<file path="src/sv/mjt_pkg.sv">
`default_nettype none

package mjt_pkg;

  localparam logic [1:0] OP_ADD     = 2'd0;
  localparam logic [1:0] OP_CANCEL  = 2'd1;
  localparam logic [1:0] OP_RECLAIM = 2'd2;
  localparam logic [1:0] OP_TICK    = 2'd3;

  localparam logic [2:0] ST_OK       = 3'd0;
  localparam logic [2:0] ST_INVALID  = 3'd1;
  localparam logic [2:0] ST_BUSY     = 3'd2;
  localparam logic [2:0] ST_CANCELED = 3'd3;
  localparam logic [2:0] ST_NOSPACE  = 3'd4;
  localparam logic [2:0] ST_PENDING  = 3'd5;

  localparam logic [1:0] PH_RUNNING  = 2'd1;
  localparam logic [1:0] PH_CANCELED = 2'd2;
  localparam logic [1:0] PH_FINISHED = 2'd3;

  // At most this many expiries are reported for one tick.
  localparam int MAX_FIRED = 16;
  localparam int CNT_W     = $clog2(MAX_FIRED + 1);

  typedef struct packed {
    logic [1:0]  op;
    logic [15:0] period;
    logic        periodic;
    logic [7:0]  slot_id;
    logic        id_ok;
  } cmd_t;

  typedef struct packed {
    logic  valid;
    cmd_t  cmd;
  } q_head_t;

  typedef struct packed {
    logic [1:0]  phase;
    logic        periodic;
    logic [15:0] reload;
    logic [15:0] ticks;
  } entry_t;

endpackage

`default_nettype wire

</file>
<file path="src/sv/mjt_req_if.sv">
`default_nettype none

interface mjt_req_if;
  logic        valid;
  logic        ready;
  logic [1:0]  op;
  logic [15:0] period;
  logic        periodic;
  logic [7:0]  slot_id;

  modport source (output valid, output op, output period, output periodic, output slot_id,
                  input ready);
  modport sink (input valid, input op, input period, input periodic, input slot_id,
                output ready);
endinterface

`default_nettype wire

</file>
<file path="src/sv/mjt_rsp_if.sv">
`default_nettype none

interface mjt_rsp_if;
  logic       valid;
  logic       ready;
  logic [2:0] status;
  logic [3:0] slot_out;
  logic       fired;
  logic       last;

  modport source (output valid, output status, output slot_out, output fired, output last,
                  input ready);
  modport sink (input valid, input status, input slot_out, input fired, input last,
                output ready);
endinterface

`default_nettype wire

</file>
<file path="src/sv/mjt_front.sv">
`default_nettype none

module mjt_front #(
  parameter int JOB_SLOTS = 16
) (
  input  logic            clk,
  input  logic            rst,
  mjt_req_if.sink         req,
  output mjt_pkg::q_head_t head,
  input  logic            pop
);
  import mjt_pkg::*;

  cmd_t       in_cmd;
  cmd_t       q_mem [2];
  logic       wr_ptr;
  logic       rd_ptr;
  logic [1:0] count;
  logic       push_en;
  logic       pop_en;

  // Classify the request: the range check on slot_id is settled here so the
  // back end only has to look at the table.
  always_comb begin
    in_cmd.op       = req.op;
    in_cmd.period   = req.period;
    in_cmd.periodic = req.periodic;
    in_cmd.slot_id  = req.slot_id;
    in_cmd.id_ok    = (req.slot_id < 8'(JOB_SLOTS));
  end

  assign req.ready = (count != 2'd2);
  assign push_en   = req.valid && req.ready;
  assign pop_en    = pop && (count != 2'd0);

  assign head.valid = (count != 2'd0);
  assign head.cmd   = q_mem[rd_ptr];

  always_ff @(posedge clk) begin
    if (push_en) begin
      q_mem[wr_ptr] <= in_cmd;
    end
  end

  always_ff @(posedge clk) begin
    if (rst) begin
      wr_ptr <= 1'b0;
      rd_ptr <= 1'b0;
      count  <= 2'd0;
    end else begin
      if (push_en) begin
        wr_ptr <= ~wr_ptr;
      end
      if (pop_en) begin
        rd_ptr <= ~rd_ptr;
      end
      count <= 2'(count + {1'b0, push_en} - {1'b0, pop_en});
    end
  end

endmodule

`default_nettype wire

</file>
<file path="src/sv/mjt_back.sv">
`default_nettype none

module mjt_back #(
  parameter int JOB_SLOTS = 16
) (
  input  logic             clk,
  input  logic             rst,
  input  mjt_pkg::q_head_t head,
  output logic             pop,
  mjt_rsp_if.source        rsp
);
  import mjt_pkg::*;

  localparam int IW = (JOB_SLOTS > 1) ? $clog2(JOB_SLOTS) : 1;

  localparam logic [2:0] S_IDLE  = 3'd0;
  localparam logic [2:0] S_ADD   = 3'd1;
  localparam logic [2:0] S_ONE   = 3'd2;
  localparam logic [2:0] S_TICK  = 3'd3;
  localparam logic [2:0] S_FLUSH = 3'd4;

  logic [2:0]           state, state_next;
  logic [IW-1:0]        idx, idx_next;
  logic [IW-1:0]        held, held_next;
  logic [CNT_W-1:0]     cnt, cnt_next;
  cmd_t                 cmd, cmd_next;
  logic [JOB_SLOTS-1:0] slot_used;
  entry_t               slot_mem [JOB_SLOTS];
  entry_t               rdata;
  entry_t               wdata;
  logic                 we;
  logic                 set_used;
  logic                 clr_used;

  logic                 o_valid;
  logic [2:0]           o_status;
  logic [3:0]           o_slot;
  logic                 o_fired;
  logic                 o_last;

  logic                 push;
  logic [2:0]           p_status;
  logic [3:0]           p_slot;
  logic                 p_fired;
  logic                 p_last;

  logic                 can_push;
  logic                 last_idx;
  logic                 active;
  logic                 expire;
  logic                 record;
  logic                 need_push;

  assign can_push  = !o_valid || rsp.ready;
  assign last_idx  = (idx == IW'(JOB_SLOTS - 1));
  assign active    = slot_used[idx] && (rdata.phase == PH_RUNNING) && (rdata.ticks != 16'd0);
  assign expire    = active && (rdata.ticks == 16'd1);
  assign record    = expire && (cnt < CNT_W'(MAX_FIRED));
  // A new expiry lets the previous one go out, since it is now known not to be last.
  assign need_push = record && (cnt != '0);

  always_comb begin
    state_next = state;
    idx_next   = idx;
    held_next  = held;
    cnt_next   = cnt;
    cmd_next   = cmd;
    pop        = 1'b0;
    we         = 1'b0;
    wdata      = rdata;
    set_used   = 1'b0;
    clr_used   = 1'b0;
    push       = 1'b0;
    p_status   = ST_OK;
    p_slot     = 4'd0;
    p_fired    = 1'b0;
    p_last     = 1'b1;

    unique case (state)
      S_IDLE: begin
        if (head.valid) begin
          pop      = 1'b1;
          cmd_next = head.cmd;
          idx_next = '0;
          cnt_next = '0;
          unique case (head.cmd.op)
            OP_ADD:  state_next = S_ADD;
            OP_TICK: state_next = S_TICK;
            OP_CANCEL, OP_RECLAIM: begin
              state_next = S_ONE;
              if (head.cmd.id_ok) begin
                idx_next = head.cmd.slot_id[IW-1:0];
              end
            end
            default: state_next = S_IDLE;
          endcase
        end
      end

      S_ADD: begin
        if (!slot_used[idx]) begin
          if (can_push) begin
            push           = 1'b1;
            p_slot         = 4'(idx);
            we             = 1'b1;
            wdata.phase    = PH_RUNNING;
            wdata.periodic = cmd.periodic;
            wdata.reload   = cmd.period;
            wdata.ticks    = cmd.period;
            set_used       = 1'b1;
            state_next     = S_IDLE;
          end
        end else if (last_idx) begin
          if (can_push) begin
            push       = 1'b1;
            p_status   = ST_NOSPACE;
            state_next = S_IDLE;
          end
        end else begin
          idx_next = IW'(idx + 1'b1);
        end
      end

      S_ONE: begin
        if (can_push) begin
          push       = 1'b1;
          state_next = S_IDLE;
          if (!cmd.id_ok || !slot_used[idx]) begin
            p_status = ST_INVALID;
          end else if (cmd.op == OP_CANCEL) begin
            priority if (rdata.phase == PH_CANCELED) begin
              p_status = ST_CANCELED;
            end else if (rdata.phase == PH_FINISHED) begin
              p_status = ST_BUSY;
            end else begin
              we          = 1'b1;
              wdata.phase = PH_CANCELED;
            end
          end else begin
            priority if (rdata.periodic) begin
              p_status = ST_BUSY;
            end else if (rdata.phase == PH_CANCELED || rdata.phase == PH_FINISHED) begin
              clr_used = 1'b1;
            end else begin
              p_status = ST_PENDING;
            end
          end
        end
      end

      S_TICK: begin
        if (!need_push || can_push) begin
          if (active) begin
            we          = 1'b1;
            wdata.ticks = 16'(rdata.ticks - 16'd1);
            if (expire) begin
              if (rdata.periodic) begin
                wdata.ticks = rdata.reload;
              end else begin
                wdata.phase = PH_FINISHED;
              end
            end
          end
          if (record) begin
            held_next = idx;
            cnt_next  = CNT_W'(cnt + 1'b1);
          end
          if (need_push) begin
            push    = 1'b1;
            p_slot  = 4'(held);
            p_fired = 1'b1;
            p_last  = 1'b0;
          end
          if (last_idx) begin
            state_next = S_FLUSH;
          end else begin
            idx_next = IW'(idx + 1'b1);
          end
        end
      end

      S_FLUSH: begin
        if (can_push) begin
          push       = 1'b1;
          state_next = S_IDLE;
          if (cnt != '0) begin
            p_slot  = 4'(held);
            p_fired = 1'b1;
          end
        end
      end

      default: state_next = S_IDLE;
    endcase
  end

  // The read address runs one step ahead so the entry is ready when the step needs it.
  always_ff @(posedge clk) begin
    if (we) begin
      slot_mem[idx] <= wdata;
    end
    rdata <= slot_mem[idx_next];
  end

  always_ff @(posedge clk) begin
    if (rst) begin
      state     <= S_IDLE;
      slot_used <= '0;
      o_valid   <= 1'b0;
      idx       <= '0;
      cnt       <= '0;
    end else begin
      state <= state_next;
      idx   <= idx_next;
      cnt   <= cnt_next;
      if (set_used) begin
        slot_used[idx] <= 1'b1;
      end
      if (clr_used) begin
        slot_used[idx] <= 1'b0;
      end
      if (push) begin
        o_valid <= 1'b1;
      end else if (rsp.ready) begin
        o_valid <= 1'b0;
      end
    end
  end

  always_ff @(posedge clk) begin
    held <= held_next;
    cmd  <= cmd_next;
    if (push) begin
      o_status <= p_status;
      o_slot   <= p_slot;
      o_fired  <= p_fired;
      o_last   <= p_last;
    end
  end

  assign rsp.valid    = o_valid;
  assign rsp.status   = o_status;
  assign rsp.slot_out = o_slot;
  assign rsp.fired    = o_fired;
  assign rsp.last     = o_last;

endmodule

`default_nettype wire

</file>
<file path="src/sv/multi_slot_job_timer.sv">
// Timer table with JOB_SLOTS slots. Requests arrive on req (op, period, periodic,
// slot_id) and results leave on rsp (status, slot_out, fired, last), both with
// valid/ready handshakes. Every request yields at least one result; the final
// result of a request carries last.
// A two-entry queue sits between the request side and the sequencer, so requests
// are taken while the sequencer works or while a result waits at the output.
// The sequencer handles one request at a time and owns the slot table, one entry
// read and one written per cycle:
//   cancel, reclaim: one read of the named slot, then its result.
//   add: a search in slot order for the first free slot, which it claims.
//   tick: a walk over every slot that counts down each running entry.
// A request waits in the queue until the sequencer is idle and takes it, and its
// first result is valid the cycle after the sequencer produces it.
// When rsp.ready stays low, the output register holds its result and the
// sequencer waits at the next result; the queue then fills and req.ready drops.
// Reset frees every slot and empties the queue and the output register.
`default_nettype none

module multi_slot_job_timer #(
  parameter int JOB_SLOTS = 16
) (
  input  logic      clk,
  input  logic      rst,
  mjt_req_if.sink   req,
  mjt_rsp_if.source rsp
);
  import mjt_pkg::*;

  q_head_t head;
  logic    pop;

  mjt_front #(
    .JOB_SLOTS (JOB_SLOTS)
  ) u_front (
    .clk  (clk),
    .rst  (rst),
    .req  (req),
    .head (head),
    .pop  (pop)
  );

  mjt_back #(
    .JOB_SLOTS (JOB_SLOTS)
  ) u_back (
    .clk  (clk),
    .rst  (rst),
    .head (head),
    .pop  (pop),
    .rsp  (rsp)
  );

  a_pop_has_item: assert property (@(posedge clk) disable iff (rst)
    pop |-> head.valid)
    else $error("sequencer took a request from an empty queue");

  a_fired_ok: assert property (@(posedge clk) disable iff (rst)
    (rsp.valid && rsp.fired) |-> (rsp.status == ST_OK))
    else $error("expiry result with a status other than ok");

  a_nospace_single: assert property (@(posedge clk) disable iff (rst)
    (rsp.valid && rsp.status == ST_NOSPACE) |-> (rsp.last && rsp.slot_out == 4'd0))
    else $error("no-space result is not a single result with slot zero");

endmodule

`default_nettype wire
</file>
<file path="src/flat_wrapper.sv">
// flat-port wrapper written by rule: the top's interface ports become plain ports
module multi_slot_job_timer_flat import mjt_pkg::*;
#(
  parameter int JOB_SLOTS = 16
)
  (clk, rst, req_valid, req_op, req_period, req_periodic, req_slot_id, req_ready, rsp_valid, rsp_status, rsp_slot_out, rsp_fired, rsp_last, rsp_ready);
  mjt_req_if req_i ();
  mjt_rsp_if rsp_i ();
  input  logic clk;
  input  logic rst;
  input wire logic [$bits(req_i.valid)-1:0] req_valid;
  input wire logic [$bits(req_i.op)-1:0] req_op;
  input wire logic [$bits(req_i.period)-1:0] req_period;
  input wire logic [$bits(req_i.periodic)-1:0] req_periodic;
  input wire logic [$bits(req_i.slot_id)-1:0] req_slot_id;
  output wire logic [$bits(req_i.ready)-1:0] req_ready;
  output wire logic [$bits(rsp_i.valid)-1:0] rsp_valid;
  output wire logic [$bits(rsp_i.status)-1:0] rsp_status;
  output wire logic [$bits(rsp_i.slot_out)-1:0] rsp_slot_out;
  output wire logic [$bits(rsp_i.fired)-1:0] rsp_fired;
  output wire logic [$bits(rsp_i.last)-1:0] rsp_last;
  input wire logic [$bits(rsp_i.ready)-1:0] rsp_ready;
  assign req_i.valid = req_valid;
  assign req_i.op = req_op;
  assign req_i.period = req_period;
  assign req_i.periodic = req_periodic;
  assign req_i.slot_id = req_slot_id;
  assign req_ready = req_i.ready;
  assign rsp_valid = rsp_i.valid;
  assign rsp_status = rsp_i.status;
  assign rsp_slot_out = rsp_i.slot_out;
  assign rsp_fired = rsp_i.fired;
  assign rsp_last = rsp_i.last;
  assign rsp_i.ready = rsp_ready;
  multi_slot_job_timer #(.JOB_SLOTS(JOB_SLOTS)) u_core (.clk(clk), .rst(rst), .req(req_i), .rsp(rsp_i));
endmodule
</file>
<file path="config.mk">
export PLATFORM = sky130hd
export DESIGN_NAME = multi_slot_job_timer_flat
export DESIGN_NICKNAME = d
export VERILOG_FILES = /design/src/sv/mjt_pkg.sv /design/src/sv/mjt_req_if.sv /design/src/sv/mjt_rsp_if.sv /design/src/sv/mjt_front.sv /design/src/sv/mjt_back.sv /design/src/sv/multi_slot_job_timer.sv /design/src/flat_wrapper.sv
export SDC_FILE = /design/constraint.sdc
export NUM_CORES = 1
export LEC_CHECK = 0
export BUFFER_PORTS_ARGS = -buffer_cell sky130_fd_sc_hd__clkbuf_2
export CAP_MARGIN = 20
export CELL_PAD_IN_SITES_DETAIL_PLACEMENT = 0
export CELL_PAD_IN_SITES_GLOBAL_PLACEMENT = 1
export CORE_MARGIN = 2
export CORE_UTILIZATION = 35
export CTS_CLUSTER_DIAMETER = 120
export DETAILED_ROUTE_END_ITERATION = 12
export MAX_ROUTING_LAYER = met4
export PLACE_DENSITY_LB_ADDON = 0.1
export SLEW_MARGIN = 20
export SYNTH_ARGS = -nofsm -noshare
export SYNTH_HDL_FRONTEND = slang
export SYNTH_SLANG_ARGS = --single-unit
</file>
<file path="constraint.sdc">
create_clock -name clk -period 11.55 [get_ports clk]
set_input_delay 3.465 -clock clk [delete_from_list [all_inputs] [get_ports clk]]
set_output_delay 3.465 -clock clk [all_outputs]
set_load 0.005 [all_outputs]
</file>
==> results of run 1 <==
==> cells in the final DEF (no fill, tap or decap), types with 5 or more instances in the layout <==
cell and n:
edfxtp_1 641, nand2_1 255, a211oi_1 107, a31oi_1 86
clkbuf_16 84, mux2i_1 82, dfxtp_1 69, mux2_2 66
nor2_1 58, and2_0 55, and2_1 52, buf_4 52
clkbuf_2 41, and3_1 39, a21oi_1 36, a221o_1 36
o32ai_1 36, nor3_1 32, clkbuf_1 26, o21ai_0 24
inv_1 19, nor2_4 17, clkinv_2 13, a22oi_1 12
ha_1 12, nand3_1 10, nand2b_1 9, nor2b_1 9
bufinv_16 8, or3_1 7, nor4_1 6, clkbuf_8 6
clkinv_1 6, o211ai_1 5
==> worst max-delay path by stage <==
stage,startpoint,to
final,rsp_ready,u_core.u_back.rdata[21]
after global placement,rsp_ready,u_core.u_back.rdata[6]
after CTS,rsp_ready,u_core.u_back.rdata[21]
after global routing,rsp_ready,u_core.u_back.rdata[22]
after detailed placement,rsp_ready,u_core.u_back.rdata[21]
after floorplan,rsp_ready,u_core.u_back.slot_mem[13][0]
==> cell families (layout without fill, tap and decap cells) <==
| family | after synthesis | count (layout) |
|---|---|---|
| buffers and inverters | 154 | 265 |
| AND/OR/NAND/NOR | 572 | 572 |
| adder cells (fa/ha/maj) | 12 | 12 |
| XOR/XNOR | 7 | 7 |
| AO/OA/AOI/OAI | 376 | 376 |
| flip-flops | 710 | 710 |
| multiplexers | 152 | 152 |
==> flip-flops by register name, summed over array words and instances (netlist names), 2 cells and up, named ones only <==
signal / count
u_core.u_back.slot_mem: 560
u_core.u_back.state: 3
u_core.u_front.count: 2
u_core.u_front.q_mem: 48
u_core.u_back.cmd: 20
u_core.u_back.idx: 4
u_core.u_back.cnt: 5
u_core.u_back.rsp.status: 3
u_core.u_back.held: 4
u_core.u_back.slot_used: 15
u_core.u_back.rdata: 35
u_core.u_back.rsp.slot_out: 4
==> layer usage <==
layer	share of wire	GRT usage	up-vias
li1	-	-	7708
met2	0.48	0.306	297
met3	0.032	0.0243	96
met4	0.020	0.0462	0
met5	0	-	-
met1	0.46	0.255	8682
==> stage by stage <==
step	instance area (sq um)	instances
final	32900	3154
after CTS	32800	3150
after floorplan	28600	1983
after global placement	30100	3002
after global routing	32900	3154
after detailed placement	30100	3002
==> where the power goes <==
part	switching (W)	internal, W
registers	0.000182	0.00348
clock network	0.00102	0.00156
logic	0.00171	0.000912
==> cell type report <==
type	instances	area (sq um)
Clock buffer	116	2280
Clock inverter	32	419
Fill cell	7450	47900
Inverter	19	71.3
Multi-Input combinational cell	1119	7500
Sequential cell	710	20600
Tap cell	1060	1330
Timing Repair Buffer	98	646
==> worst max-delay path: stages <==
cell	delay, ns
clkbuf_2	0.09
nand2b_1	0.20
a21o_1	0.22
nor4_2	0.33
nand2b_1	0.17
nand2_1	0.05
a311oi_1	0.25
o211a_4	0.92
buf_4	0.81
mux2_2	0.31
o32ai_1	0.08
a221o_1	0.30
==> results.toml, run 1 <==
[yosys]
synthMuxAreaShare = 0.0577
synth_common_cells = "edfxtp_1 (641), nand2_1 (256), a211oi_1 (107), a31oi_1 (86), mux2i_1 (82)"
synth_top_cell_by_area = "edfxtp_1"
synth_cell_types = 59
netlist_instances = 1983
synth-adder-area-share = 0.00524
yosysWarnings = 0
yosysMostFrequentCell = "edfxtp_1"
synth-compound-area-share = 0.0950
netlist.area_leader.share = 0.672
syn-cell-area_sq_um = 28600
ys_seq_area_frac = 0.720
synthFlopType = "edfxtp_1"
synth-xor-area-share = 0.00214
synth_fp_nets = 2026
ys_async_sr_fraction = 0
synth-seq-cells = 710
synth.top_cells.by_area = "edfxtp_1 (67%), dfxtp_1 (4.8%), nand2_1 (3.4%)"
avgSynthCellArea_sq_um = 14.4
yosys.area_share.simple = 0.0948
synth-edff-count = 641
synth_top_family_by_area = "compound AO/OA/AOI/OAI gates"

[worst_setup_path]
worstPathRequired_ns = 12.05
r2r_start = "u_core.u_back.rdata[12]"
rrSetupSlack_ns = 6.04
crit_type = "input port to flop"
cp_max_fo = 76
crit_path_start_kind = "input port"
crit_path_end_kind = "flop"
critical_path_arrival_ns = 7.27
worstReg2RegEnd = "u_core.u_back.rdata[29]"
reg2reg_depth = 11

[placement]
place_hpwl_um = 38800
portBuffers = 41
routabilityCongestion = 0.764
dp_slack_ns = 4.13

[floorplan]
die_h_um = 290
coreArea_sq_um = 80800
start_util = 0.354
fp-row-count = 104
fp.dieW_um = 290
die_area_sq_um = 84100
boundaryPins = 42

[clocking]
cts_tree = "built"
clk_latency_ns = 0.63
clock_sinks = 710
post_cts_buffers = 0
cts_hold_buf = 0
numCtsBuffers = 79
cts.htree.levels = 3
post_cts_resized = 0
clk_path_buf_depth = 3
root_buffer = "clkbuf_16"
clk_pin_slew_ns = 0.06

[timing]
fin_tns_setup_ns = 0
fmax_mhz = 148
tightest_slew_ns = 1.08
post-route-min-period_ns = 6.76
fin_crit_sh = 0.586
slew_headroom = 0.282
finalWorstSetupSlack_ns = 4.79
setup_violations = 0
finalHoldViolCount = 0
skew_ns = 0.0238
rsz0062_at_grt = "no"
hold_ws_ns = 0.517
maxSlewViolCount = 0

[layout]
area_growth_pct = 14.8
fin_util = 0.407
drive_above_1_share = 0.152
antenna_cells = 0
fin_nets = 2070

[route]
remaining_drc_errors = 0
dr.pass1.iters = 5
drtAntennaViolNets = 0
wl_um = 78400
via_per_inst = 5.32
drt_iter0_markers = 1301
via_count = 16800
post_drt_wl_per_cell_um = 24.9

[global_route]
grt_max_degree = 143
grt_usage = 0.189
grt_antenna_before_repair = 2
overflow = 0
grt_pass1_wl_um = 114000
first_global_vias = 16200

[power_and_ir_drop]
finalPower_w = 0.00888
ir_drop_mv = 0.145
p_leak_nw = 10.6
p_per_area_nw_per_um2 = 270

[status]
status = "completed"

[run]
cap_violations = 0

[worst_hold_path]
hp-start = "u_core.u_front.rd_ptr"
holdPathStages = 2
min_path_type = "flop to flop"
No activity file was read; power rests on OpenSTA's default activity.
==> inputs of run 2 (changes only) <==
==> constraint.sdc (replaced) <==
create_clock -name clk -period 7.1 [get_ports clk]
set_input_delay 2.13 -clock clk [delete_from_list [all_inputs] [get_ports clk]]
set_output_delay 2.13 -clock clk [all_outputs]
set_load 0.005 [all_outputs]
==> run 2 against run 1 <==
Against the previous run:
- non-clock buffer count rose by 6
- sequential power grew 63%
- register-to-register slack worse by 3.8 ns
- cell area is 0.24% higher
- routed wire length down 1.5%
- critical endpoint is now u_core.u_back.rdata[3]
- highest routed layer unchanged
==> results.toml, run 2 (synthesis results as in run 1) <==
[timing]
setup_violations = 0
post-route-min-period_ns = 5.11
slew_headroom = 0.353
maxSlewViolCount = 0
fin_crit_sh = 0.720
skew_ns = 0.0232
finalHoldViolCount = 0
tightest_slew_ns = 0.970
hold_ws_ns = 0.520
fin_tns_setup_ns = 0
fmax_mhz = 196
rsz0062_at_grt = "no"

[route]
remaining_drc_errors = 0
dr.pass1.iters = 5
via_count = 16700
post_drt_wl_per_cell_um = 24.5
wl_um = 77200
via_per_inst = 5.28
drt_iter0_markers = 1306
drtAntennaViolNets = 0

[layout]
antenna_cells = 0
multi_input_area_sq_um = 7490
final_common_cell = "edfxtp_1"
fin_cells = 3157
largest_registers = "u_core.u_back.slot_mem x560, u_core.u_front.q_mem x48, u_core.u_back.rdata x35"
num-fill-cells = 7458
regMostFlops = "u_core.u_back.slot_mem"
regArea_sq_um = 20600
largest_reg_flops = 560
area_growth_pct = 15.0
fin_nets = 2076
drive_above_1_share = 0.154
layout_common_cells = "edfxtp_1 (641), nand2_1 (255), a211oi_1 (107), a31oi_1 (86), mux2i_1 (82)"

[clocking]
clk_path_buf_depth = 3
clk_latency_ns = 0.63
cts_tree = "built"
post_cts_buffers = 0
cts_hold_buf = 0
clk_pin_slew_ns = 0.06
numCtsBuffers = 79
post_cts_resized = 0
cts.htree.levels = 3
clock_sinks = 710
root_buffer = "clkbuf_16"

[worst_hold_path]
min_path_type = "flop to flop"
holdPathStages = 2

[power_and_ir_drop]
p_per_area_nw_per_um2 = 438
ir_drop_mv = 0.266
power.internal_w = 0.00967
pwr-share-seq = 0.415
switching_power_w = 0.00477
p_sw_frac = 0.330
p_clk_frac = 0.283
pwr-share-comb = 0.302
p_leak_nw = 10.6

[global_route]
grt_max_degree = 79
overflow = 0
grt_usage = 0.186
grt_antenna_before_repair = 0
grt_pass1_wl_um = 112000
first_global_vias = 16500

[worst_setup_path]
critical_path_arrival_ns = 5.61
reg2reg_depth = 11
crit_path_start_kind = "input port"
crit_type = "input port to flop"
cp_max_fo = 19
crit_path_end_kind = "flop"
worstPathRequired_ns = 7.60

[status]
status = "completed"

[floorplan]
die_h_um = 290
die_area_sq_um = 84100
fp-row-count = 104
coreArea_sq_um = 80800
boundaryPins = 42
start_util = 0.354
fp.dieW_um = 290

[placement]
place_hpwl_um = 39500
portBuffers = 41
routabilityCongestion = 0.743
dp.cells = 3011

[run]
cap_violations = 0
[run 2: cell types whose count changed in the layout (fill, tap and decap cells not counted), moves of 5 or more]
cell      delta
buf_12      +10
clkinv_2     -8
clkbuf_8     +5
clkbuf_1     -5
clkinv_1     +6
[run 2: final timing paths]
path	startpoint	end	slack, ns
worst max-delay path	rsp_ready	u_core.u_back.rdata[3]	1.99
worst min-delay path	flop	flop	0.52
worst max register to register	u_core.u_back.rdata[12]	u_core.u_back.rdata[8]	2.27
worst min register to register	flop	flop	0.52
[run 2: area by class of cell]
type,instances,area share
flip-flops and latches,710,0.626
multi-input cells,1119,0.227
clock buffers,112,0.0677
well taps,1060,0.0403
repair buffers,104,0.0249
clock inverters,33,0.0115
inverters,19,0.00216
[run 2: power by group through the flow]
stage	Sequential (W)	Clock (W)	Combinational, W
floorplan	0.00589	0	0.00297
detailed placement	0.00608	0	0.00439
global placement	0.00608	0	0.00431
finish	0.00599	0.00408	0.00436
global route	0.00602	0.00434	0.00480
CTS	0.00600	0.00418	0.00441
[run 2: routing by layer]
metal,GRT usage,part of all wire
met3,0.0227,0.031
met2,0.289,0.47
met5,-,0
met4,0.0530,0.024
met1,0.258,0.48
[run 2: per-stage QoR]
stage | setup slack (ns) | cell area, sq um | power [W] | utilization
global route | 1.83 | 33000 | 0.0152 | 0.408
global placement | 1.49 | 30300 | 0.0104 | 0.375
finish | 1.99 | 33000 | 0.0144 | 0.408
floorplan | 1.83 | 28600 | 0.00886 | -
CTS | 2.04 | 32900 | 0.0146 | 0.408
detailed placement | 1.39 | 30300 | 0.0105 | 0.375
[run 2: critical path, cell delays in order]
cell      delay (ns)
clkbuf_2        0.09
nand2b_1        0.20
a21o_1          0.23
nor4_2          0.39
a31oi_1         0.18
or2_2           0.34
a21oi_1         0.14
o22a_1          0.30
nand2b_2        0.70
buf_4           0.48
o32ai_1         0.14
a221o_1         0.28
==> inputs of run 3 (changes only) <==
--- a/config.mk
+++ b/config.mk
@@ -5,6 +5,7 @@
 export SDC_FILE = /design/constraint.sdc
 export NUM_CORES = 1
 export LEC_CHECK = 0
+export ABC_AREA = 1
 export BUFFER_PORTS_ARGS = -buffer_cell sky130_fd_sc_hd__clkbuf_2
 export CAP_MARGIN = 20
 export CELL_PAD_IN_SITES_DETAIL_PLACEMENT = 0
==> constraint.sdc (replaced) <==
create_clock -name clk -period 4.18 [get_ports clk]
set_input_delay 1.254 -clock clk [delete_from_list [all_inputs] [get_ports clk]]
set_output_delay 1.254 -clock clk [all_outputs]
set_load 0.005 [all_outputs]
==> run 3 against run 2 <==
Against the previous run:
- synthesized cell count increased by 57%
- power increased by 120%
- final cell count increased by 40%
- first-iteration DRC count increased by 30%
- largest cell class unchanged
==> results.toml, run 3 <==
[floorplan]
fp.dieW_um = 304
fp-row-count = 110
start_util = 0.352
die_area_sq_um = 92600
coreArea_sq_um = 89700
boundaryPins = 42
die_h_um = 304

[power_and_ir_drop]
p_clk_frac = 0.234
switching_power_w = 0.0132
pwr-share-seq = 0.327
p_sw_frac = 0.425
pwr-share-comb = 0.439
p_per_area_nw_per_um2 = 846
p_leak_nw = 15.0
ir_drop_mv = 0.966
power.internal_w = 0.0179

[clocking]
cts_hold_buf = 0
root_buffer = "clkbuf_16"
clk_latency_ns = 0.64
post_cts_buffers = 0
clock_sinks = 710
cts_tree = "built"
cts.htree.levels = 3
numCtsBuffers = 81
clk_pin_slew_ns = 0.06
clk_path_buf_depth = 3
post_cts_resized = 0

[yosys]
ys_async_sr_fraction = 0
synthFlopType = "edfxtp_1"
yosysWarnings = 0
synth.top_cells.by_area = "edfxtp_1 (61%), nand3_1 (11%), inv_1 (7.1%)"
synth_top_cell_by_area = "edfxtp_1"
synth-edff-count = 641
synth-seq-cells = 710
netlist_instances = 3115
synth_fp_nets = 3158
syn-cell-area_sq_um = 31600
ys_seq_area_frac = 0.653
synth_common_cells = "nand3_1 (695), edfxtp_1 (641), inv_1 (598), nand2_1 (543), nor2_1 (111)"
yosysMostFrequentCell = "nand3_1"
avgSynthCellArea_sq_um = 10.1
netlist.area_leader.share = 0.610
synth_cell_types = 41

[route]
drtAntennaViolNets = 0
wl_met3_um = 4770
wl_met1_um = 42400
wl_met2_um = 47400
dr.pass1.iters = 5
post_drt_wl_per_cell_um = 21.8
dr.max_layer_used = "met4"
wl_um = 96600
via_count = 21900
remaining_drc_errors = 0
via_per_inst = 4.95
drt_iter0_markers = 1694

[layout]
regMostFlops = "u_core.u_back.slot_mem"
largest_registers = "u_core.u_back.slot_mem x560, u_core.u_front.q_mem x48, u_core.u_back.rdata x35"
final_common_cell = "nand3_1"
largest_reg_flops = 560
drive_above_1_share = 0.0995
area_growth_pct = 16.2
stdcell_area_sq_um = 36700
fin_cells = 4423
fin_nets = 3223
layout_common_cells = "nand3_1 (695), edfxtp_1 (641), inv_1 (598), nand2_1 (540), nor2_1 (90)"

[status]
status = "completed"

[placement]
placed_area_sq_um = 34000
routabilityCongestion = 0.801
dp_slack_ns = 0.307
place_hpwl_um = 52800
portBuffers = 41
dp.cells = 4270

[worst_setup_path]
worst-path-stages = 13
critPathMostFrequentCell = "nand2_1"
worstReg2RegEnd = "u_core.u_back.slot_mem[4][2]"
critical_path_arrival_ns = 3.80
crit_path_top_delay_cell = "inv_1"
r2r_start = "u_core.u_back.rdata[0]"
crit_buf_inv = 2
crit_path_start_kind = "flop"
reg2reg_depth = 13
critical-path-top-delay-family = "simple AND/OR/NAND/NOR gates"
max_stage_delay_ns = 0.53
crit_type = "flop to flop"
crit_path_end_kind = "flop"
rrSetupSlack_ns = 0.56
worstPathRequired_ns = 4.36
path_cells = "inv_1 -> ha_1 -> nand2_1 -> nor2_1 -> nand2_1 -> nand3_1 -> nor2_4 -> nand4_2 -> nand2_1 -> inv_1 -> o211ai_1 -> o211ai_1 -> nand3_1"
cp_max_fo = 17

[timing]
fin_tns_setup_ns = 0
fmax_mhz = 276
post-route-min-period_ns = 3.62
setup_violations = 0
skew_ns = 0.0316
tightest_slew_ns = 1.12
slew_headroom = 0.250
maxSlewViolCount = 0
fin_crit_sh = 0.867
rsz0062_at_grt = "no"
hold_ws_ns = 0.463
finalWorstSetupSlack_ns = 0.558
finalHoldViolCount = 0

[global_route]
grt_antenna_before_repair = 3
overflow = 0
grt_max_degree = 115
first_global_vias = 22000
grt_pass1_wl_um = 144000
grt_usage = 0.214

[run]
cap_violations = 0

[worst_hold_path]
min_path_type = "flop to flop"
holdPathStages = 2
run 3: worst max-delay path by stage:
| stage | start | end | slack (ns) |
|---|---|---|---|
| after floorplan | rsp_ready | u_core.u_back.slot_mem[11][0] | 0.11 |
| after CTS | u_core.u_back.rdata[0] | u_core.u_back.slot_mem[11][1] | 0.55 |
| after global placement | rsp_ready | u_core.u_back.slot_mem[4][6] | 0.37 |
| after detailed placement | rsp_ready | u_core.u_back.slot_mem[4][6] | 0.31 |
| after global routing | u_core.u_back.rdata[0] | u_core.u_back.slot_mem[4][2] | 0.33 |
| final | u_core.u_back.rdata[0] | u_core.u_back.slot_mem[4][2] | 0.56 |
run 3: logic make-up (layout without fill, tap and decap cells):
family,after synthesis,count (layout),synth area share
AND/OR/NAND/NOR,1461,1461,0.215
adder cells (fa/ha/maj),12,12,0.00475
flip-flops,710,710,0.653
buffers and inverters,771,902,0.0961
XOR/XNOR,13,13,0.00361
other,0,1,0
multiplexers,1,1,0.000317
AO/OA/AOI/OAI,147,147,0.0275
run 3: worst min-delay path, stage by stage (launching register included):
cell and delay, ns:
dfxtp_1 0.30, inv_1 0.06, a21oi_1 0.06
run 3: stage by stage:
step,power (W),utilization
after global placement,0.0239,0.378
after CTS,0.0314,0.409
after floorplan,0.0186,-
after detailed placement,0.0240,0.378
after global routing,0.0330,0.409
final,0.0310,0.409
run 3: final cells by class:
type,instances,area (sq um)
Multi-Input combinational cell,1634,8130
Inverter,609,2290
Fill cell,8703,53000
Tap cell,1176,1470
Clock buffer,111,2230
Clock inverter,38,473
Antenna cell,1,2.50
Timing Repair Buffer,144,1460
Sequential cell,710,20600
run 3: routing by layer:
metal	vias to the layer above	GRT usage
met5	-	-
met4	0	0.0560
met3	137	0.0275
met2	548	0.362
met1	10700	0.272
li1	10500	-
run 3: power groups by stage:
stage	Clock (W)	Combinational, W	Sequential (W)
2_1_floorplan	0	0.00846	0.0101
3_3_place_gp	0	0.0136	0.0103
3_5_place_dp	0	0.0138	0.0103
4_1_cts	0.00744	0.0138	0.0102
5_1_grt	0.00772	0.0150	0.0102
6_report	0.00726	0.0136	0.0102
